--- config.mk ---
export PLATFORM = sky130hd
export DESIGN_NAME = rgb_to_hsv_8bit
export DESIGN_NICKNAME = d
export VERILOG_FILES = /design/src/sv/rth_pkg.sv /design/src/sv/rgb_to_hsv_8bit.sv /design/src/sv/rth_front.sv /design/src/sv/rth_cell.sv /design/src/sv/rth_out.sv
export SDC_FILE = /design/constraint.sdc
export NUM_CORES = 1
export LEC_CHECK = 0
export BUFFER_PORTS_ARGS = -buffer_cell sky130_fd_sc_hd__buf_2
export CAP_MARGIN = 20
export CORE_MARGIN = 5
export CORE_UTILIZATION = 35
export DETAILED_ROUTE_END_ITERATION = 6
export GPL_TIMING_DRIVEN = 1
export PLACE_DENSITY = 0.58
export SKIP_LAST_GASP = 1
export SYNTH_ARGS = -nofsm -noshare
export SYNTH_HDL_FRONTEND = slang
export SYNTH_SLANG_ARGS = --single-unit
--- constraint.sdc ---
create_clock -name i_clk -period 10.51 [get_ports i_clk]
set_input_delay 0.5255 -clock i_clk [delete_from_list [all_inputs] [get_ports i_clk]]
set_output_delay 0.5255 -clock i_clk [all_outputs]
set_load 0.05 [all_outputs]
--- src/sv/rth_pkg.sv ---
// rth_pkg: shared types and constants of the rgb to hsv converter
// item structs for both channels and the word handed along the divider row
// no dependencies
`timescale 1ns / 1ps

package rth_pkg;

    localparam int unsigned C_QBITS = 8;

    localparam logic [7:0] C_HUE_STEP  = 8'd43;
    localparam logic [7:0] C_OFS_RED   = 8'd0;
    localparam logic [7:0] C_OFS_GREEN = 8'd85;
    localparam logic [7:0] C_OFS_BLUE  = 8'd171;
    localparam logic [7:0] C_SAT_SCALE = 8'd255;

    typedef struct packed {
        logic [7:0] red;
        logic [7:0] green;
        logic [7:0] blue;
    } t_rgb;

    typedef struct packed {
        logic [7:0] hue;
        logic [7:0] saturation;
        logic [7:0] brightness;
    } t_hsv;

    // one restoring division in flight: partial remainder, low numerator
    // byte that fills up with quotient bits, and the divisor
    typedef struct packed {
        logic [7:0] rem;
        logic [7:0] low;
        logic [7:0] den;
    } t_div;

    typedef struct packed {
        t_div       sat_div;
        t_div       hue_div;
        logic [7:0] base;
        logic       neg;
        logic       grey;
        logic       black;
        logic [7:0] bright;
    } t_word;

endpackage

--- src/sv/rgb_to_hsv_8bit.sv ---
// rgb_to_hsv_8bit: top level of the 8-bit rgb to hsv converter
// depends on rth_pkg, rth_front, rth_cell, rth_out
`timescale 1ns / 1ps

// usage
// - input channel: i_valid / o_stall carry one rgb pixel item in i_data;
//   an item is taken at a clock edge with i_valid high and o_stall low
// - output channel: o_valid / i_stall carry one hsv item in o_data;
//   one result item per input item, in order
// - stages: one front stage (max, min, sector, numerators),
//   a row of 8 divider cells (one quotient bit of both the saturation and
//   the hue division per cell), and the output register
// - throughput one item per clock while no stall holds the row; every stage
//   holds an item of its own, so new pixels enter while older ones are in flight
// - when the receiver stalls, the last stage holds its item and the stall
//   ripples back only through full stages; empty stages still fill, so
//   o_stall rises only once the whole row is occupied
// - reset (synchronous, active low) drops every stage's valid flag;
//   payload registers keep whatever they held

module rgb_to_hsv_8bit (
    input  logic          i_clk,
    input  logic          i_rst_n,
    input  logic          i_valid,
    input  rth_pkg::t_rgb i_data,
    output logic          o_stall,
    output logic          o_valid,
    output rth_pkg::t_hsv o_data,
    input  logic          i_stall
);
    import rth_pkg::*;

    // stage k of the cell row sees chain_*[k] at its input
    logic  chain_valid [C_QBITS+1];
    t_word chain_data  [C_QBITS+1];
    logic  chain_ready [C_QBITS+1];
    logic  front_ready;

    // front: channel max/min, sector offset, 255*span and 43*|diff|
    rth_front u_front (
        .i_clk   (i_clk),
        .i_rst_n (i_rst_n),
        .i_valid (i_valid),
        .i_data  (i_data),
        .o_ready (front_ready),
        .o_valid (chain_valid[0]),
        .o_data  (chain_data[0]),
        .i_ready (chain_ready[0])
    );

    assign o_stall = !front_ready;

    // row of identical divider cells, msb of the quotient first
    for (genvar k = 0; k < C_QBITS; k++) begin : g_cell
        rth_cell u_cell (
            .i_clk   (i_clk),
            .i_rst_n (i_rst_n),
            .i_valid (chain_valid[k]),
            .i_data  (chain_data[k]),
            .o_ready (chain_ready[k]),
            .o_valid (chain_valid[k+1]),
            .o_data  (chain_data[k+1]),
            .i_ready (chain_ready[k+1])
        );
    end

    // output register: hue sign and offset, black and grey pixels
    rth_out u_out (
        .i_clk   (i_clk),
        .i_rst_n (i_rst_n),
        .i_valid (chain_valid[C_QBITS]),
        .i_data  (chain_data[C_QBITS]),
        .o_ready (chain_ready[C_QBITS]),
        .o_valid (o_valid),
        .o_data  (o_data),
        .i_ready (!i_stall)
    );

endmodule

--- src/sv/rth_front.sv ---
// rth_front: first stage, channel max/min, sector choice and numerators
// depends on rth_pkg
`timescale 1ns / 1ps

module rth_front (
    input  logic          i_clk,
    input  logic          i_rst_n,
    input  logic          i_valid,
    input  rth_pkg::t_rgb i_data,
    output logic          o_ready,
    output logic          o_valid,
    output rth_pkg::t_word o_data,
    input  logic          i_ready
);
    import rth_pkg::*;

    logic       r_valid;
    t_word      r_data;
    t_word      n_data;
    logic [7:0] hi;
    logic [7:0] lo;
    logic [7:0] span;
    logic [8:0] diff;
    logic [7:0] mag;
    logic [15:0] sat_num;
    logic [15:0] hue_num;

    always_comb begin
        if (i_data.red >= i_data.green && i_data.red >= i_data.blue) begin
            hi          = i_data.red;
            n_data.base = C_OFS_RED;
            diff        = {1'b0, i_data.green} - {1'b0, i_data.blue};
        end else if (i_data.green >= i_data.blue) begin
            hi          = i_data.green;
            n_data.base = C_OFS_GREEN;
            diff        = {1'b0, i_data.blue} - {1'b0, i_data.red};
        end else begin
            hi          = i_data.blue;
            n_data.base = C_OFS_BLUE;
            diff        = {1'b0, i_data.red} - {1'b0, i_data.green};
        end
        lo = i_data.red;
        if (i_data.green < lo) begin
            lo = i_data.green;
        end
        if (i_data.blue < lo) begin
            lo = i_data.blue;
        end
        span = hi - lo;
        mag  = diff[8] ? 8'(-diff) : diff[7:0];
        // 255 * span, then 43 * |diff|
        sat_num = 16'({8'd0, span} * {8'd0, C_SAT_SCALE});
        hue_num = 16'({8'd0, mag} * {8'd0, C_HUE_STEP});

        n_data.sat_div = '{rem: sat_num[15:8], low: sat_num[7:0], den: hi};
        n_data.hue_div = '{rem: hue_num[15:8], low: hue_num[7:0], den: span};
        n_data.neg     = diff[8];
        n_data.grey    = (span == 8'd0);
        n_data.black   = (hi == 8'd0);
        n_data.bright  = hi;
    end

    assign o_ready = !r_valid || i_ready;

    always_ff @(posedge i_clk) begin
        if (!i_rst_n) begin
            r_valid <= 1'b0;
        end else if (o_ready) begin
            r_valid <= i_valid;
        end
    end

    always_ff @(posedge i_clk) begin
        if (o_ready && i_valid) begin
            r_data <= n_data;
        end
    end

    assign o_valid = r_valid;
    assign o_data  = r_data;

endmodule

--- src/sv/rth_cell.sv ---
// rth_cell: one divider cell, settles one quotient bit of both divisions
// depends on rth_pkg
`timescale 1ns / 1ps

module rth_cell (
    input  logic           i_clk,
    input  logic           i_rst_n,
    input  logic           i_valid,
    input  rth_pkg::t_word i_data,
    output logic           o_ready,
    output logic           o_valid,
    output rth_pkg::t_word o_data,
    input  logic           i_ready
);
    import rth_pkg::*;

    logic  r_valid;
    t_word r_data;
    t_word n_data;

    // restoring step: bring down the next numerator bit, subtract if it fits
    function automatic t_div div_step(input t_div d);
        t_div       res;
        logic [8:0] trial;
        logic [8:0] diff;
        trial = {d.rem, d.low[7]};
        diff  = trial - {1'b0, d.den};
        res.den = d.den;
        if (trial >= {1'b0, d.den}) begin
            res.rem = diff[7:0];
            res.low = {d.low[6:0], 1'b1};
        end else begin
            res.rem = trial[7:0];
            res.low = {d.low[6:0], 1'b0};
        end
        return res;
    endfunction

    always_comb begin
        n_data         = i_data;
        n_data.sat_div = div_step(i_data.sat_div);
        n_data.hue_div = div_step(i_data.hue_div);
    end

    assign o_ready = !r_valid || i_ready;

    always_ff @(posedge i_clk) begin
        if (!i_rst_n) begin
            r_valid <= 1'b0;
        end else if (o_ready) begin
            r_valid <= i_valid;
        end
    end

    always_ff @(posedge i_clk) begin
        if (o_ready && i_valid) begin
            r_data <= n_data;
        end
    end

    assign o_valid = r_valid;
    assign o_data  = r_data;

endmodule

--- src/sv/rth_out.sv ---
// rth_out: output register, applies the hue sign and the black/grey cases
// depends on rth_pkg
`timescale 1ns / 1ps

module rth_out (
    input  logic           i_clk,
    input  logic           i_rst_n,
    input  logic           i_valid,
    input  rth_pkg::t_word i_data,
    output logic           o_ready,
    output logic           o_valid,
    output rth_pkg::t_hsv  o_data,
    input  logic           i_ready
);
    import rth_pkg::*;

    logic r_valid;
    t_hsv r_data;
    t_hsv n_data;

    always_comb begin
        n_data.brightness = i_data.bright;
        n_data.saturation = i_data.black ? 8'd0 : i_data.sat_div.low;
        if (i_data.grey) begin
            n_data.hue = 8'd0;
        end else if (i_data.neg) begin
            n_data.hue = i_data.base - i_data.hue_div.low;
        end else begin
            n_data.hue = i_data.base + i_data.hue_div.low;
        end
    end

    assign o_ready = !r_valid || i_ready;

    always_ff @(posedge i_clk) begin
        if (!i_rst_n) begin
            r_valid <= 1'b0;
        end else if (o_ready) begin
            r_valid <= i_valid;
        end
    end

    always_ff @(posedge i_clk) begin
        if (o_ready && i_valid) begin
            r_data <= n_data;
        end
    end

    assign o_valid = r_valid;
    assign o_data  = r_data;

endmodule

==> out/metrics.yaml <==
status: "completed"
area_growth_pct: 11.9
postSynthRegisterBits: 486
gp_congestion: 0.822
root_buffer: "clkbuf_16"
max_stage_delay_ns: 0.54
syn_area_per_cell_um2: 12.7
rows: 100
arrival_ns: 9.51
cts_resized: 0
dieArea_mm2: 0.0808
cp_data_required_time_ns: 10.83
ant_nets: 0
hold_path_class: "in2reg"
setup_viol: 0
grt_pass1_wl_um: 75600
finish.net_count: 2515
routed_via_density: 4.69
startpoint_type: "input pin"
worstSkewPairLatency_ns: 0.58
regArea_mm2: 0.0145
place_hpwl_um: 34800
cts_max_level: 2
syn_inst: 2080
fin_tns_setup_ns: 0
clock.fmax_ghz: 0.109
fin_util_pct: 39.5
stdcell_area_mm2: 0.0294
grt_pass1_vias: 15500
die_w_um: 284
hold_viol_final: 0
firstDrtPassIters: 4
min_period_ns: 9.19
finalCritPeriodShare_pct: 87.4
gr-usage-all-layers_pct: 11.0
slew_headroom_pct: 39.9
worstMarginPinSlew_ns: 0.892
cp-end-kind: "register"
synth-main-ff-cell: "edfxtp_1"
slowest_stage: "fa_1"
cts_tree: "yes"
grt_max_degree: 54
initial_core_util_pct: 35.3
antenna_cells: 0
maxCapViolations: 0
synth_nets: 2410
postCtsSetupBuffers: 0
fin_hold_ws_ns: 0.177
ys_types: 72
coreArea_mm2: 0.0744
cts_made_buffers: 50
synth_edf_count: 476
drc: 0
ys_seq_area_share_pct: 55.1
avgRoutedWirePerCell_um: 14.0
synth-async-reset-ratio_pct: 0
cts_sinks: 486
finClkSkew_ns: 0.0152
antenna_found_initial: 0
num_vias: 15000
synth_area_mm2: 0.0263
dieHeight_um: 284
path_class: "in2reg"
drtIter0Drc: 517
cts.path.max_buffers: 3
overflow: 0
drive_gt1_share_pct: 11.9
postCtsHoldBufs: 0
cp_max_fo: 18
routed_wirelength_um: 44600
io_pins: 54
clkTransAtPathRegs_ns: 0.06
final_max_slew_viol_count: 0
ys_warn_count: 0
port_buffers: 53
rsz0062_at_grt: "false"
place_area_mm2: 0.0279
n_fill_cell: 6922
multi_input_area_mm2: 0.0106
-- per-layer routing --
metal	part of all wire (%)	wire (µm)	vias up	GRT usage, %
li1	-	-	7569	-
met1	44	19400	7101	13.5
met2	50	22100	204	19.7
met3	3.8	1710	86	2.08
met4	2.9	1300	0	3.45
met5	0	0	-	0
-- state kept, by name (all words and copies together) (netlist names) --
register and count:
g_cell.u_cell.o_data 401, u_front.o_data 51, u_out.o_data 24, g_cell.u_cell.o_valid 8
u_front.o_valid 1, u_out.o_valid 1
-- metrics by stage --
stage	worst slack (ns)	cells
detailed placement	0.759	3101
global placement	0.889	3100
finish	1.32	3191
floorplan	1.50	2080
CTS	1.36	3190
global route	0.540	3191
-- worst paths after layout --
| check | slack (ns) | cells after the start | startpoint | end |
|---|---|---|---|---|
| worst max register to register | 7.28 | 11 | u_front.o_data[19]$_DFFE_PP_ | g_cell[0].u_cell.o_data[38]$_DFFE_PP_ |
| worst min-delay path | 0.18 | 2 | i_valid | u_front.o_valid$_SDFFE_PN0N_ |
| worst max-delay path | 1.32 | 36 | i_data[14] | u_front.o_data[66]$_DFFE_PP_ |
| worst min register to register | 0.41 | 0 | g_cell[3].u_cell.o_data[17]$_DFFE_PP_ | g_cell[4].u_cell.o_data[17]$_DFFE_PP_ |
-- worst max-delay path: cells and delay by family --
family                     cells  cell delay (ns)
adders and majority gates      8             3.36
xor gates and xnor gates       3             0.65
AOI/OAI and AO/OA             16             4.08
and+or+nand+nor                4             0.56
buffers and inverters          5             0.35
-- cell usage after synthesis, drive strengths merged (2+ instances only) --
cell	count	share of area, %
o2111ai	2	0.067
xor2	35	1.2
a2111o	2	0.086
nor3	11	0.23
nor2b	56	1.3
o22ai	2	0.048
fa	50	3.8
o31a	2	0.067
mux2i	31	1.2
a211oi	3	0.10
and2	4	0.095
a31oi	9	0.33
and3	5	0.12
edfxtp	476	54
nand2b	21	0.50
o211a	3	0.11
a2111oi	2	0.067
o21ai	103	2.0
or2	2	0.048
a21oi	76	1.5
dfxtp	10	0.76
o221ai	2	0.090
xnor2	77	2.6
a311oi	13	0.43
o21a	20	0.57
a21boi	46	1.3
inv	331	4.7
ha	252	12
or4	3	0.10
a21o	44	1.3
nand3b	2	0.057
a221oi	2	0.067
nand4	34	0.81
nand2	59	0.86
or3	2	0.048
o21bai	11	0.31
clkbuf	5	0.071
nor2	171	2.6
nand3	10	0.19
o211ai	2	0.076
mux2	73	3.1
buf	6	0.19
nor4	3	0.15
-- layout by cell type (no fill, tap or decap), types with 3 or more instances in the layout --
cell type	count
edfxtp_1	476
inv_1	329
ha_1	252
nor2_1	156
o21ai_0	95
xnor2_1	75
mux2_2	72
a21oi_1	70
nand2_1	57
buf_2	53
clkbuf_16	51
nor2b_1	50
fa_1	50
a21o_1	44
a21boi_0	42
nand4_1	34
xor2_1	34
mux2i_1	31
nand2b_1	21
o21a_1	20
nor2_2	14
a311oi_1	13
o21bai_1	11
clkinv_2	11
clkinv_1	11
nand3_1	10
nor3_1	10
dfxtp_1	10
buf_4	10
a31oi_1	7
clkinvlp_4	7
o21ai_1	6
a21oi_2	6
and3_1	5
nor2b_4	5
clkbuf_1	5
and2_1	4
a21boi_4	3
bufinv_16	3
-- cell type report --
type / instances / area share (%)
flip-flops and latches: 486 / 49.2
multi-input cells: 1252 / 35.9
clock buffers: 56 / 4.40
well taps: 969 / 4.12
inverters: 331 / 4.22
clock inverters: 33 / 0.841
repair buffers: 64 / 1.25
-- cell families after synthesis --
family | Yosys count | share of synthesized area (%)
and+or+nand+nor | 385 | 7.26
buffers and inverters | 342 | 4.99
AOI/OAI and AO/OA | 348 | 8.72
xor gates and xnor gates | 112 | 3.81
DFF | 486 | 55.1
adders and majority gates | 303 | 15.8
muxes | 104 | 4.32
Power is not shown: default switching activity piles up to over one toggle a cycle in this logic, so the estimate is an artifact.
